## config.mk

```make
export PLATFORM = sky130hd
export DESIGN_NAME = unique_fifo_queue
export DESIGN_NICKNAME = d
export VERILOG_FILES = /design/src/hdl/ufq_pkg.sv /design/src/hdl/ufq_ram.sv /design/src/hdl/ufq_seq.sv /design/src/hdl/unique_fifo_queue.sv
export SDC_FILE = /design/constraint.sdc
export NUM_CORES = 1
export LEC_CHECK = 0
export ABC_AREA = 1
export BUFFER_PORTS_ARGS = -buffer_cell sky130_fd_sc_hd__buf_2
export CORE_UTILIZATION = 55
export CTS_BUF_LIST = sky130_fd_sc_hd__clkbuf_8
export DETAILED_ROUTE_END_ITERATION = 8
export HOLD_SLACK_MARGIN = 0.08
export PLACE_DENSITY = 0.7
export SETUP_SLACK_MARGIN = 0.02
export SLEW_MARGIN = 5
export SYNTH_ARGS = -nofsm -noshare
export SYNTH_HDL_FRONTEND = slang
export SYNTH_SLANG_ARGS = --single-unit
```

## constraint.sdc

```tcl
create_clock -name clk -period 3.2 [get_ports clk]
set_input_delay 0.48 -clock clk [delete_from_list [all_inputs] [get_ports clk]]
set_output_delay 0.48 -clock clk [all_outputs]
set_load 0.05 [all_outputs]
```

## src/hdl/ufq_pkg.sv

```systemverilog
// Package with sizes, codes and shared types of the unique FIFO queue.
`default_nettype none

package ufq_pkg;

    localparam int DEPTH        = 16;
    localparam int ELEMENT_BITS = 16;

    localparam int IDX_W = $clog2(DEPTH);
    localparam int CNT_W = $clog2(DEPTH + 1);

    // Fixed field widths of the stream beats.
    localparam int MODE_W       = 2;
    localparam int ELEM_FIELD_W = 16;
    localparam int STATUS_W     = 2;
    localparam int FILL_W       = 5;

    localparam int S_TDATA_W = ELEM_FIELD_W;
    localparam int S_TUSER_W = MODE_W;
    localparam int FILL_LSB  = ELEM_FIELD_W;
    localparam int M_TDATA_W = ((ELEM_FIELD_W + FILL_W + 7) / 8) * 8;
    localparam int OUT_PAD_W = M_TDATA_W - ELEM_FIELD_W - FILL_W;
    localparam int M_TUSER_W = STATUS_W + 1;

    typedef enum logic [MODE_W-1:0] {
        MODE_ENQ   = 2'd0,
        MODE_DEQ   = 2'd1,
        MODE_QUERY = 2'd2,
        MODE_CLEAR = 2'd3
    } mode_t;

    typedef enum logic [STATUS_W-1:0] {
        STAT_DONE  = 2'd0,
        STAT_DUP   = 2'd1,
        STAT_EMPTY = 2'd2,
        STAT_FULL  = 2'd3
    } status_t;

    typedef enum logic [1:0] {
        S_IDLE,
        S_SCAN,
        S_DEQ,
        S_FINISH
    } state_t;

    typedef struct packed {
        logic                    rd_en;
        logic [IDX_W-1:0]        rd_addr;
        logic                    wr_en;
        logic [IDX_W-1:0]        wr_addr;
        logic [ELEMENT_BITS-1:0] wr_data;
    } ram_req_t;

    typedef struct packed {
        logic [ELEM_FIELD_W-1:0] out_element;
        status_t                 status;
        logic                    present;
        logic [FILL_W-1:0]       fill_count;
    } result_t;

    function automatic logic [IDX_W-1:0] ring_next(input logic [IDX_W-1:0] pos);
        logic [IDX_W-1:0] nxt;
        if (pos == IDX_W'(DEPTH - 1))
        begin
            nxt = '0;
        end
        else
        begin
            nxt = pos + 1'b1;
        end
        return nxt;
    endfunction

endpackage

`default_nettype wire

```

## src/hdl/ufq_ram.sv

```systemverilog
// Generic single-write, single-read RAM with a registered read port.
`default_nettype none

module ufq_ram #(
    parameter int WIDTH = 16,
    parameter int DEPTH = 16
) (
    input  wire logic                     clk,
    input  wire logic                     wr_en,
    input  wire logic [$clog2(DEPTH)-1:0] wr_addr,
    input  wire logic [WIDTH-1:0]         wr_data,
    input  wire logic                     rd_en,
    input  wire logic [$clog2(DEPTH)-1:0] rd_addr,
    output logic      [WIDTH-1:0]         rd_data
);

    logic [WIDTH-1:0] mem_reg [DEPTH];
    logic [WIDTH-1:0] rd_data_reg;

    always_ff @(posedge clk)
    begin
        if (wr_en)
        begin
            mem_reg[wr_addr] <= wr_data;
        end
        if (rd_en)
        begin
            rd_data_reg <= mem_reg[rd_addr];
        end
    end

    assign rd_data = rd_data_reg;

endmodule

`default_nettype wire

```

## src/hdl/ufq_seq.sv

```systemverilog
// Sequencer: ring pointers, entry count and the one-comparator duplicate scan.
`default_nettype none

module ufq_seq
    import ufq_pkg::*;
(
    input  wire logic                    clk,
    input  wire logic                    rst_n,
    input  wire logic                    in_valid,
    output logic                         in_ready,
    input  wire mode_t                   in_mode,
    input  wire logic [ELEM_FIELD_W-1:0] in_element,
    input  wire logic [ELEMENT_BITS-1:0] rd_data,
    output ram_req_t                     ram_req,
    output logic                         res_valid,
    input  wire logic                    res_ready,
    output result_t                      res
);

    state_t                  state_reg, state_next;
    mode_t                   mode_reg, mode_next;
    logic [ELEMENT_BITS-1:0] key_reg, key_next;
    logic [IDX_W-1:0]        head_reg, head_next;
    logic [IDX_W-1:0]        tail_reg, tail_next;
    logic [CNT_W-1:0]        count_reg, count_next;
    logic [IDX_W-1:0]        pos_reg, pos_next;
    logic [CNT_W-1:0]        left_reg, left_next;
    logic                    cmp_vld_reg, cmp_vld_next;
    logic                    hit_reg, hit_next;
    logic [CNT_W-1:0]        count_after;

    always_ff @(posedge clk or negedge rst_n)
    begin
        if (!rst_n)
        begin
            state_reg   <= S_IDLE;
            head_reg    <= '0;
            tail_reg    <= '0;
            count_reg   <= '0;
            cmp_vld_reg <= 1'b0;
        end
        else
        begin
            state_reg   <= state_next;
            head_reg    <= head_next;
            tail_reg    <= tail_next;
            count_reg   <= count_next;
            cmp_vld_reg <= cmp_vld_next;
        end
    end

    always_ff @(posedge clk)
    begin
        mode_reg <= mode_next;
        key_reg  <= key_next;
        pos_reg  <= pos_next;
        left_reg <= left_next;
        hit_reg  <= hit_next;
    end

    // Next state.
    always_comb
    begin
        state_next = state_reg;
        unique case (state_reg)
            S_IDLE:
            begin
                if (in_valid)
                begin
                    unique case (in_mode)
                        MODE_ENQ, MODE_QUERY: state_next = S_SCAN;
                        MODE_DEQ:             state_next = S_DEQ;
                        MODE_CLEAR:           state_next = S_FINISH;
                        default:              state_next = S_FINISH;
                    endcase
                end
            end
            S_SCAN:
            begin
                // Done once every held entry was read and the last read compared.
                if (left_reg == '0 && !cmp_vld_reg)
                begin
                    state_next = S_FINISH;
                end
            end
            S_DEQ:
            begin
                state_next = S_FINISH;
            end
            S_FINISH:
            begin
                if (res_ready)
                begin
                    state_next = S_IDLE;
                end
            end
            default:
            begin
                state_next = S_IDLE;
            end
        endcase
    end

    // Handshake outputs.
    always_comb
    begin
        in_ready  = 1'b0;
        res_valid = 1'b0;
        unique case (state_reg)
            S_IDLE:   in_ready  = 1'b1;
            S_FINISH: res_valid = 1'b1;
            default:
            begin
                in_ready  = 1'b0;
                res_valid = 1'b0;
            end
        endcase
    end

    // Datapath, memory requests and the result of the finishing cycle.
    always_comb
    begin
        mode_next        = mode_reg;
        key_next         = key_reg;
        head_next        = head_reg;
        tail_next        = tail_reg;
        count_next       = count_reg;
        pos_next         = pos_reg;
        left_next        = left_reg;
        cmp_vld_next     = cmp_vld_reg;
        hit_next         = hit_reg;
        count_after      = count_reg;
        ram_req          = '0;
        res.out_element  = '0;
        res.status       = STAT_DONE;
        res.present      = 1'b0;

        case (state_reg)
            S_IDLE:
            begin
                if (in_valid)
                begin
                    mode_next    = in_mode;
                    key_next     = ELEMENT_BITS'(in_element);
                    pos_next     = head_reg;
                    left_next    = count_reg;
                    hit_next     = 1'b0;
                    cmp_vld_next = 1'b0;
                end
            end
            S_SCAN:
            begin
                // Read one entry per cycle and compare the entry whose read was issued in the previous cycle.
                ram_req.rd_en   = (left_reg != '0);
                ram_req.rd_addr = pos_reg;
                if (left_reg != '0)
                begin
                    pos_next  = ring_next(pos_reg);
                    left_next = left_reg - 1'b1;
                end
                cmp_vld_next = (left_reg != '0);
                if (cmp_vld_reg && rd_data == key_reg)
                begin
                    hit_next = 1'b1;
                end
            end
            S_DEQ:
            begin
                ram_req.rd_en   = (count_reg != '0);
                ram_req.rd_addr = head_reg;
            end
            S_FINISH:
            begin
                unique case (mode_reg)
                    MODE_ENQ:
                    begin
                        res.present = hit_reg;
                        if (hit_reg)
                        begin
                            res.status = STAT_DUP;
                        end
                        else if (count_reg == CNT_W'(DEPTH))
                        begin
                            res.status = STAT_FULL;
                        end
                        else
                        begin
                            count_after     = count_reg + 1'b1;
                            ram_req.wr_en   = res_ready;
                            ram_req.wr_addr = tail_reg;
                            ram_req.wr_data = key_reg;
                            if (res_ready)
                            begin
                                tail_next = ring_next(tail_reg);
                            end
                        end
                    end
                    MODE_DEQ:
                    begin
                        if (count_reg == '0)
                        begin
                            res.status = STAT_EMPTY;
                        end
                        else
                        begin
                            count_after     = count_reg - 1'b1;
                            res.out_element = ELEM_FIELD_W'(rd_data);
                            if (res_ready)
                            begin
                                head_next = ring_next(head_reg);
                            end
                        end
                    end
                    MODE_QUERY:
                    begin
                        res.present = hit_reg;
                    end
                    MODE_CLEAR:
                    begin
                        count_after = '0;
                        if (res_ready)
                        begin
                            head_next = '0;
                            tail_next = '0;
                        end
                    end
                    default:
                    begin
                        count_after = count_reg;
                    end
                endcase
                if (res_ready)
                begin
                    count_next = count_after;
                end
            end
            default:
            begin
                count_after = count_reg;
            end
        endcase

        res.fill_count = FILL_W'(count_after);
    end

endmodule

`default_nettype wire

```

## src/hdl/unique_fifo_queue.sv

```systemverilog
// Enqueue and query scan every held entry in S_SCAN and then form the result in
// S_FINISH; dequeue reads the head entry in S_DEQ first and clear goes straight to S_FINISH.
// Only one item is handled at a time; s_tready returns high in the cycle after the
// result is registered in the output register.
// Reset (rst_n low, asynchronous) empties the queue and drops any pending result;
// the entry RAM is not cleared.
`default_nettype none

module unique_fifo_queue
    import ufq_pkg::*;
(
    input  wire logic                 clk,
    input  wire logic                 rst_n,
    input  wire logic                 s_tvalid,
    output logic                      s_tready,
    input  wire logic [S_TDATA_W-1:0] s_tdata,   // element
    input  wire logic [S_TUSER_W-1:0] s_tuser,   // mode
    output logic                      m_tvalid,
    input  wire logic                 m_tready,
    output logic      [M_TDATA_W-1:0] m_tdata,   // out_element, fill_count, zero pad
    output logic      [M_TUSER_W-1:0] m_tuser    // status, present
);

    ram_req_t                ram_req;
    logic [ELEMENT_BITS-1:0] rd_data;
    logic                    res_valid;
    logic                    res_ready;
    result_t                 res;
    logic                    m_tvalid_reg, m_tvalid_next;
    result_t                 out_reg;

    ufq_seq u_seq (
        .clk        (clk),
        .rst_n      (rst_n),
        .in_valid   (s_tvalid),
        .in_ready   (s_tready),
        .in_mode    (mode_t'(s_tuser)),
        .in_element (s_tdata[ELEM_FIELD_W-1:0]),
        .rd_data    (rd_data),
        .ram_req    (ram_req),
        .res_valid  (res_valid),
        .res_ready  (res_ready),
        .res        (res)
    );

    ufq_ram #(
        .WIDTH (ELEMENT_BITS),
        .DEPTH (DEPTH)
    ) u_ram (
        .clk     (clk),
        .wr_en   (ram_req.wr_en),
        .wr_addr (ram_req.wr_addr),
        .wr_data (ram_req.wr_data),
        .rd_en   (ram_req.rd_en),
        .rd_addr (ram_req.rd_addr),
        .rd_data (rd_data)
    );

    // The output register takes a new result whenever it is empty or being drained.
    assign res_ready = !m_tvalid_reg || m_tready;

    always_comb
    begin
        m_tvalid_next = m_tvalid_reg;
        if (res_ready)
        begin
            m_tvalid_next = res_valid;
        end
    end

    always_ff @(posedge clk or negedge rst_n)
    begin
        if (!rst_n)
        begin
            m_tvalid_reg <= 1'b0;
        end
        else
        begin
            m_tvalid_reg <= m_tvalid_next;
        end
    end

    always_ff @(posedge clk)
    begin
        if (res_ready && res_valid)
        begin
            out_reg <= res;
        end
    end

    assign m_tvalid = m_tvalid_reg;
    assign m_tdata  = {{OUT_PAD_W{1'b0}}, out_reg.fill_count, out_reg.out_element};
    assign m_tuser  = {out_reg.present, out_reg.status};

endmodule

`default_nettype wire

```

==> results_dict.tcl, run 1 <==
set metrics [dict create \
    crit_chain "inv_1 -> ha_1 -> nand2_1 -> nand2_4 -> nand2_2 -> o21ai_0 -> nand3_1 -> nand3_1 -> nand2_1" \
    grt-ovfl-total 0 \
    finalHoldViolCount 0 \
    status "finished, final reports clean" \
    cp.required_ns 3.54 \
    cp-end-kind "register" \
    worst_pin_slew_ns 1.23 \
    place_area_sq_mm 0.0162 \
    die-area_sq_mm 0.0287 \
    timing.final.crit_share_pct 84.2 \
    clock-root-buffer "clkbuf_8" \
    synth_area_leaders "edfxtp_1 (63%), nand3_1 (7.7%), nand2_1 (5.8%)" \
    cpMaxStageDelayCell "o21ai_0" \
    final_cells 1935 \
    clkTransAtPathRegs_ns 0.06 \
    setup_slack_ns 0.505 \
    worst-path-stages 9 \
    h-tree-depth 2 \
    largest_reg_flops 256 \
    crit_buf_inv 1 \
    cts_buffer_depth 3 \
    max_freq_mhz 371 \
    place_ws_ns 0.528 \
    crit_path_start "u_seq.state_reg[1]" \
    reg2reg_from "u_seq.state_reg[1]" \
    areaGrowthSynthToFinish_pct 12.9 \
    via_count 10800 \
    synth_commonest_cells "edfxtp_1 (324), nand3_1 (238), nand2_1 (237), inv_1 (181), nand3b_1 (114)" \
    nets 1555 \
    io_pins 51 \
    gp_congestion 0.882 \
    cts_tree "yes" \
    irDropWorstVdd_v 0.000568 \
    rows 60 \
    start_util_pct 56.6 \
    drc 0 \
    placedCellCount 1818 \
    avgViaCountPerCell 5.59 \
    clock_latency_ns 0.62 \
    wire_per_inst_microns 19.7 \
    n_fill_cell 2129 \
    design_area_sq_mm 0.0174 \
    cp_top_family "simple AND/OR/NAND/NOR gates" \
    drive_gt1_share_pct 13.6 \
    crit_path_start_kind "register" \
    core_sq_mm 0.0273 \
    portBuffers 47 \
    path_class "reg -> reg" \
    grt_max_degree 81 \
    ys.flop_type "edfxtp_1" \
    synth_cells 1411 \
    post_cts_buffers 0 \
    dr.first_iter.drc_count 1340 \
    drv_cap 0 \
    wl_microns 38100 \
    hold_class "in -> reg" \
    slew_headroom_pct 18.2 \
    power.density_mw_per_mm2 879 \
    num_antenna_cells 0 \
    worstPathArrival_ns 3.04 \
    worstPathMaxFanout 18 \
    fin_skew_ns 0.0317 \
    first_global_vias 10500 \
    dieHeight_microns 169 \
    setup_violations 0 \
    synth_seq_cells 341 \
    synth.top_cell.area_share_pct 63.1 \
    whs_path_depth 1 \
    dp_hpwl_microns 24100 \
    slowest_delay_ns 0.66 \
    ant_nets 0 \
    antenna_found_initial 0 \
    synth_edf_count 324 \
    cts.sinks 341 \
    seq_area_frac_synth_pct 65.9 \
    hp-start "s_tuser[1]" \
    rsz0062_at_grt "false" \
    postCtsResizedCells 0 \
    dr.pass1.iters 5 \
    grt_usage_pct 27.3 \
    fin_tns_setup_ns 0 \
    synth_area_sq_mm 0.0154 \
    cts_buffers 55 \
    dieWidth_microns 169 \
    drv_slew 0 \
    leakagePower_nw 7.12 \
    ys_warn_count 0 \
    grt_pass1_wl_microns 58900 \
    synth_most_common_cell "edfxtp_1" \
    synth_top_area_cell "edfxtp_1" \
    yosysUniqueCellTypes 35 \
    async_reset_ff_share_pct 4.99 \
    syn_area_per_cell_sq_um 10.9 \
    min_period_ns 2.70 \
    reg2reg_depth 9 \
]
==> power breakdown <==
| group | leakage (nW) | internal, W | switching (W) | total (W) |
|---|---|---|---|---|
| Combinational | 3.32 | 0.00157 | 0.00434 | 0.00590 |
| Sequential | 3.22 | 0.00557 | 0.000348 | 0.00592 |
| Clock | 0.580 | 0.00177 | 0.00172 | 0.00348 |
==> worst reg2reg max path: stages (launching register included) <==
cell and delay (ns):
dfrtp_1 0.40, inv_1 0.16, ha_1 0.30, nand2_1 0.13, nand2_4 0.17, nand2_2 0.29
o21ai_0 0.66, nand3_1 0.15, nand3_1 0.11, nand2_1 0.06
==> routing by layer <==
layer	GRT usage (%)	part of all wire (%)	wire (microns)
met1	38.5	43	16400
met2	42.6	45	17200
met3	4.52	8.6	3290
met4	10.3	3.1	1180
met5	0	0	0
==> what timing repair did <==
item / 4_1_cts / 5_1_grt
endpoints found under the setup margin: 0 / 0
hold buffers: 18 / 0
hold endpoints to repair: 34 / 0
==> path summary, 6_finish.rpt <==
| kind | end | slack, ns |
|---|---|---|
| max in group asynchronous | u_seq.tail_reg[2] | 2.52 |
| min reg2reg | u_seq.head_reg[3] | 0.56 |
| max | u_ram.rd_data[10] | 0.50 |
| min | u_seq.mode_reg[1] | 0.12 |
| max reg2reg | u_ram.rd_data[10] | 0.50 |
| min in group asynchronous | m_tvalid | 0.35 |
==> area by class of cell <==
class                      count  area, sq um  share of cell area [%]
multi-input combinational    808         4160                    23.9
sequential                   341        10200                    58.4
clock inverter                44          243                    1.40
clock buffer                  55          757                    4.35
inverter                     193          724                    4.16
timing repair buffer         122          893                    5.13
tap                          372          465                    2.68
==> cell families (layout without fill, tap and decap cells) <==
family / count (synthesis) / in the layout / synth area share [%]
AO/OA/AOI/OAI: 66 / 66 / 2.30
XOR/XNOR: 9 / 9 / 0.511
AND/OR/NAND/NOR: 718 / 718 / 22.7
other: 1 / 3 / 0.0243
buffers and inverters: 264 / 414 / 7.59
flip-flops: 341 / 341 / 65.9
adder cells (fa/ha/maj): 12 / 12 / 0.974
==> per-stage QoR <==
stage               utilization, %  hold slack, ns  total power [W]
finish                        63.8           0.123           0.0153
global route                  63.8          0.0802           0.0161
CTS                           63.8          0.0844           0.0153
detailed placement            59.5           0.450           0.0118
global placement              59.5           0.443           0.0117
floorplan                        -           0.184           0.0101
==> layout by cell type (no fill, tap or decap), types with 4 or more instances in the layout <==
cell type / n
nand3_1: 238
nand4_1: 7
clkinv_1: 17
buf_4: 53
nor2_1: 88
inv_1: 200
ha_1: 11
nand2_2: 5
clkbuf_8: 55
buf_12: 4
nor2_2: 19
dlygate4sd3_1: 18
clkinv_2: 5
dfrtp_1: 17
inv_2: 10
nand2_1: 237
buf_2: 47
xor2_1: 6
edfxtp_1: 324
o21ai_0: 45
nand3b_1: 114
a21oi_1: 9
No activity file was read; power rests on OpenSTA's default activity.
==> run 2: changes to the inputs <==
Settings changed: ABC_AREA 1 to 0.
Clock period 3.2 ns to 2.6 ns, I/O delays scaled along.
==> results_dict.tcl, run 2 <==
set metrics [dict create \
    cts_buffer_depth 3 \
    status "finished, final reports clean" \
    synth_most_common_cell "edfxtp_1" \
    yosysUniqueCellTypes 61 \
    seq_area_frac_synth_pct 69.5 \
    synth_commonest_cells "edfxtp_1 (324), nand2_1 (77), and3_1 (66), a211oi_1 (64), o21ai_0 (47)" \
    ant_nets 0 \
    grt_pass1_wl_microns 54800 \
    portBuffers 47 \
    synth_area_leaders "edfxtp_1 (67%), a211oi_1 (3.3%), dfrtp_1 (2.9%)" \
    worst_pin_slew_ns 0.801 \
    max_freq_mhz 400 \
    synth_top_area_cell "edfxtp_1" \
    clock-root-buffer "clkbuf_8" \
    synth_seq_cells 341 \
    power.density_mw_per_mm2 1090 \
    num_antenna_cells 0 \
    cts_tree "yes" \
    first_global_vias 9261 \
    h-tree-depth 2 \
    finalHoldViolCount 0 \
    dp_hpwl_microns 21800 \
    start_util_pct 56.1 \
    drc 0 \
    cts.sinks 341 \
    grt_max_degree 53 \
    gp_congestion 0.881 \
    worstPathArrival_ns 2.77 \
    fin_skew_ns 0.0449 \
    antenna_found_initial 0 \
    grt-ovfl-total 0 \
    wl_microns 36400 \
    whs_path_depth 3 \
    timing.final.crit_share_pct 96.2 \
    drv_cap 0 \
    via_count 9495 \
    clock_latency_ns 0.60 \
    r2r_slack_ns 0.1 \
    rsz0062_at_grt "true" \
    drive_gt1_share_pct 20.1 \
    whs_ns 0.196 \
    core_sq_mm 0.0261 \
    async_reset_ff_share_pct 4.99 \
    synth.top_cell.area_share_pct 66.6 \
    rows 59 \
    largest_reg_flops 256 \
    n_fill_cell 1839 \
    final_common_cell "edfxtp_1" \
    final_util_pct 66.3 \
    setup_violations 0 \
    wire_per_inst_microns 23.5 \
    synth_cells 1044 \
    drv_slew 0 \
    cts_buffers 55 \
    slew_headroom_pct 46.4 \
    reg2reg_depth 9 \
    io_pins 51 \
    dieWidth_microns 165 \
    nets 1206 \
    ys.flop_type "edfxtp_1" \
    areaGrowthSynthToFinish_pct 18.2 \
    layout_common_cells "edfxtp_1 (324), nand2_1 (77), and3_1 (66)" \
    syn_area_per_cell_sq_um 14.0 \
    synth_edf_count 324 \
    avgViaCountPerCell 6.14 \
    synth_area_sq_mm 0.0146 \
    clkTransAtPathRegs_ns 0.06 \
    worstPathMaxFanout 16 \
    dieHeight_microns 165 \
    ys_warn_count 0 \
    die-area_sq_mm 0.0272 \
    cp.required_ns 2.87 \
    min_period_ns 2.50 \
    crit_path_start_kind "register" \
    cp-end-kind "register" \
    hold_class "in -> reg" \
    irDropWorstVdd_v 0.000813 \
    path_class "reg -> reg" \
    grt_usage_pct 27.6 \
    dr.pass1.iters 5 \
    leakagePower_nw 6.14 \
    dr.first_iter.drc_count 1048 \
]
[run 2: cell types whose count changed in the layout (fill, tap and decap cells not counted), moves of 38 or more]
cell      previous run  this run
and3_1               0        66
nand2b_1             0        38
nor2_1              88        17
inv_1              200        28
nand2_1            237        77
nand3_1            238        21
a211oi_1             1        57
nand3b_1           114        35
[run 2: cells by family after synthesis]
logic type	after synthesis	synth area share (%)
and+or+nand+nor	317	12.0
xor gates and xnor gates	22	1.32
AOI/OAI and AO/OA	226	10.2
adders and majority gates	12	1.03
buffers and inverters	87	2.73
muxes	38	3.21
other	1	0.0257
DFF	341	69.5
[run 2: layer usage]
metal  track usage [%]  vias to the layer above  part of all wire [%]
li1                  -                     4266                     -
met1              37.6                     4681                    41
met2              45.0                      460                    48
met3              4.57                       88                   8.1
met4              9.92                        0                   3.2
met5                 0                        -                     0
[run 2: power by group]
| part | switching (W) | leakage (nW) | internal, W | total (W) |
|---|---|---|---|---|
| Combinational | 0.00434 | 2.34 | 0.00260 | 0.00694 |
| Sequential | 0.000498 | 3.22 | 0.00687 | 0.00737 |
| Clock | 0.00204 | 0.586 | 0.00239 | 0.00443 |
[run 2: worst max-delay path: stages (launching register included)]
cell	delay (ns)
dfrtp_1	0.38
inv_1	0.09
ha_1	0.16
or3b_2	0.48
o21ai_1	0.24
buf_4	0.17
nor2_1	0.10
o21a_1	0.20
nor2_2	0.16
buf_12	0.20
[run 2: final cells by class]
type,count,area [sq um],area share (%)
multi-input cells,618,4240,24.6
well taps,335,419,2.43
flip-flops and latches,341,10200,58.8
clock buffers,56,771,4.46
clock inverters,40,277,1.60
repair buffers,142,1350,7.82
inverters,14,57.6,0.333
[run 2: final timing paths]
path	from	to
setup reg to reg	u_seq.count_reg[1]	u_ram.mem_reg[8][0]
setup / recovery	u_seq.count_reg[1]	u_ram.mem_reg[8][0]
min in group asynchronous	rst_n	u_seq.count_reg[3]
max in group asynchronous	rst_n	u_seq.head_reg[2]
hold / removal	m_tready	m_tvalid
hold reg to reg	u_seq.cmp_vld_reg	u_seq.cmp_vld_reg
[run 2: repair_timing]
| action | 4_1_cts | 5_1_grt |
|---|---|---|
| setup endpoints to repair | 0 | 35 |
| endpoints found under the hold margin | 35 | 0 |
| setup buffers | 0 | 3 |
| hold buffers | 19 | 0 |
| gates resized for setup | 0 | 13 |
[run 2: stage by stage]
step	cell area (sq um)	worst slack, ns	std cells	power [W]	setup TNS (ns)
global route	17300	-0.0166	1546	0.0197	-0.0166
global placement	15900	0.112	1427	0.0140	0
CTS	17200	0.0472	1542	0.0186	0
finish	17300	0.0996	1546	0.0187	0
detailed placement	15900	0.0435	1427	0.0141	0
floorplan	14700	-0.120	1046	0.0118	-5.32
==> run 3: changes to the inputs <==
Settings changed: CORE_UTILIZATION 55 to 61, PLACE_DENSITY 0.7 to 0.77.
==> results_dict.tcl, run 3 (synthesis gave the netlist of run 2 again) <==
set metrics [dict create \
    status "finished, final reports clean" \
    dr.first_iter.drc_count 1364 \
    drv_cap 0 \
    hp-start "m_tready" \
    start_util_pct 62.2 \
    gp_congestion 0.891 \
    timing.final.crit_share_pct 97.0 \
    cts.sinks 341 \
    dieHeight_microns 157 \
    cpMaxStageDelayCell "or3b_2" \
    layout_common_cells "edfxtp_1 (324), nand2_1 (77), and3_1 (66)" \
    regArea_sq_mm 0.0102 \
    rsz0062_at_grt "true" \
    via_count 9693 \
    cts_tree "yes" \
    final_util_pct 73.4 \
    dieWidth_microns 157 \
    largest_reg_flops 256 \
    num_antenna_cells 0 \
    leakagePower_nw 6.17 \
    reg2reg_depth 8 \
    power.density_mw_per_mm2 1080 \
    slowest_delay_ns 0.52 \
    whs_ns 0.198 \
    nets 1217 \
    io_pins 51 \
    wl_microns 36700 \
    areaGrowthSynthToFinish_pct 18.0 \
    finalHoldViolCount 0 \
    crit_buf_inv 2 \
    crit_path_start_kind "register" \
    slew_headroom_pct 21.5 \
    hold_class "in -> reg" \
    drive_gt1_share_pct 20.7 \
    multi_input_area_sq_mm 0.00424 \
    p_total_w 0.0187 \
    worstPathArrival_ns 2.81 \
    path_class "reg -> reg" \
    avgViaCountPerCell 6.28 \
    portBuffers 47 \
    grt_max_degree 59 \
    cp_top_family "simple AND/OR/NAND/NOR gates" \
    dp_hpwl_microns 22800 \
    max_freq_mhz 397 \
    final_common_cell "edfxtp_1" \
    min_period_ns 2.52 \
    worst-path-stages 8 \
    drc 0 \
    die-area_sq_mm 0.0246 \
    first_global_vias 9285 \
    clock_latency_ns 0.60 \
    h-tree-depth 2 \
    ant_nets 0 \
    core_sq_mm 0.0235 \
    grt_pass1_wl_microns 54300 \
    reg2reg_from "u_seq.count_reg[0]" \
    cts_buffer_depth 3 \
    wire_per_inst_microns 23.8 \
    grt_usage_pct 30.4 \
    crit_chain "inv_1 -> ha_2 -> or3b_2 -> o21ai_2 -> nor2_1 -> o21a_2 -> nor2_2 -> buf_4" \
    drv_slew 0 \
    cp.required_ns 2.89 \
    crit_path_start "u_seq.count_reg[0]" \
    cts_buffers 54 \
    fin_skew_ns 0.0205 \
    clock-root-buffer "clkbuf_8" \
    rows 56 \
    dr.pass1.iters 6 \
    antenna_found_initial 1 \
    clkTransAtPathRegs_ns 0.07 \
    n_fill_cell 1455 \
    cp-end-kind "register" \
    worstPathMaxFanout 7 \
    irDropWorstVdd_v 0.000768 \
    grt-ovfl-total 0 \
    whs_path_depth 3 \
    worst_pin_slew_ns 1.17 \
    setup_violations 0 \
    fin_tns_setup_ns 0 \
]
## run 3: metal layers
layer | share of wire, % | global-route usage, % | up-vias
met5 | 0 | 0 | -
met4 | 3.4 | 12.7 | 0
met3 | 9.9 | 5.95 | 98
met2 | 48 | 48.6 | 575
met1 | 39 | 41.0 | 4731
li1 | - | - | 4289
## run 3: repair_timing
item | CTS | global route
setup endpoints to repair | 104 | 82
cloned | 0 | 2
pin swaps | 0 | 2
resized for setup | 4 | 17
hold endpoints to repair | 35 | 0
hold buffers | 19 | 0
buffers inserted | 0 | 5
## run 3: final timing paths
check,endpoint,slack (ns)
min in group asynchronous,u_seq.count_reg[2],0.28
worst min-delay path,m_tvalid,0.20
worst min register to register,u_seq.head_reg[3],0.56
worst max register to register,u_ram.mem_reg[12][13],0.08
max in group asynchronous,u_seq.head_reg[2],1.99
worst max-delay path,u_ram.mem_reg[12][13],0.08
## run 3: area by class of cell
class,instances,share of cell area [%]
multi-input cells,618,24.6
repair buffers,154,8.36
inverters,14,0.334
well taps,319,2.32
clock buffers,54,4.31
flip-flops and latches,341,58.9
clock inverters,43,1.12
## run 3: worst register-to-register path: stages (launching register included)
cell	delay (ns)
dfrtp_1	0.38
inv_1	0.12
ha_2	0.25
or3b_2	0.52
o21ai_2	0.22
nor2_1	0.15
o21a_2	0.20
nor2_2	0.15
buf_4	0.21
## run 3: where the power goes
part / internal [W] / leakage, nW / total [W] / switching (W)
Sequential: 0.00688 / 3.22 / 0.00739 / 0.000518
Clock: 0.00194 / 0.543 / 0.00401 / 0.00207
Combinational: 0.00279 / 2.41 / 0.00726 / 0.00446
## run 3: per-stage QoR
step	setup WS [ns]	instances	cell area [sq um]
after floorplan	-0.120	1046	14700
after global placement	-0.0484	1420	15900
after detailed placement	-0.0863	1420	15900
after CTS	0.0230	1536	17100
after global routing	-0.0278	1543	17200
final	0.0780	1543	17200
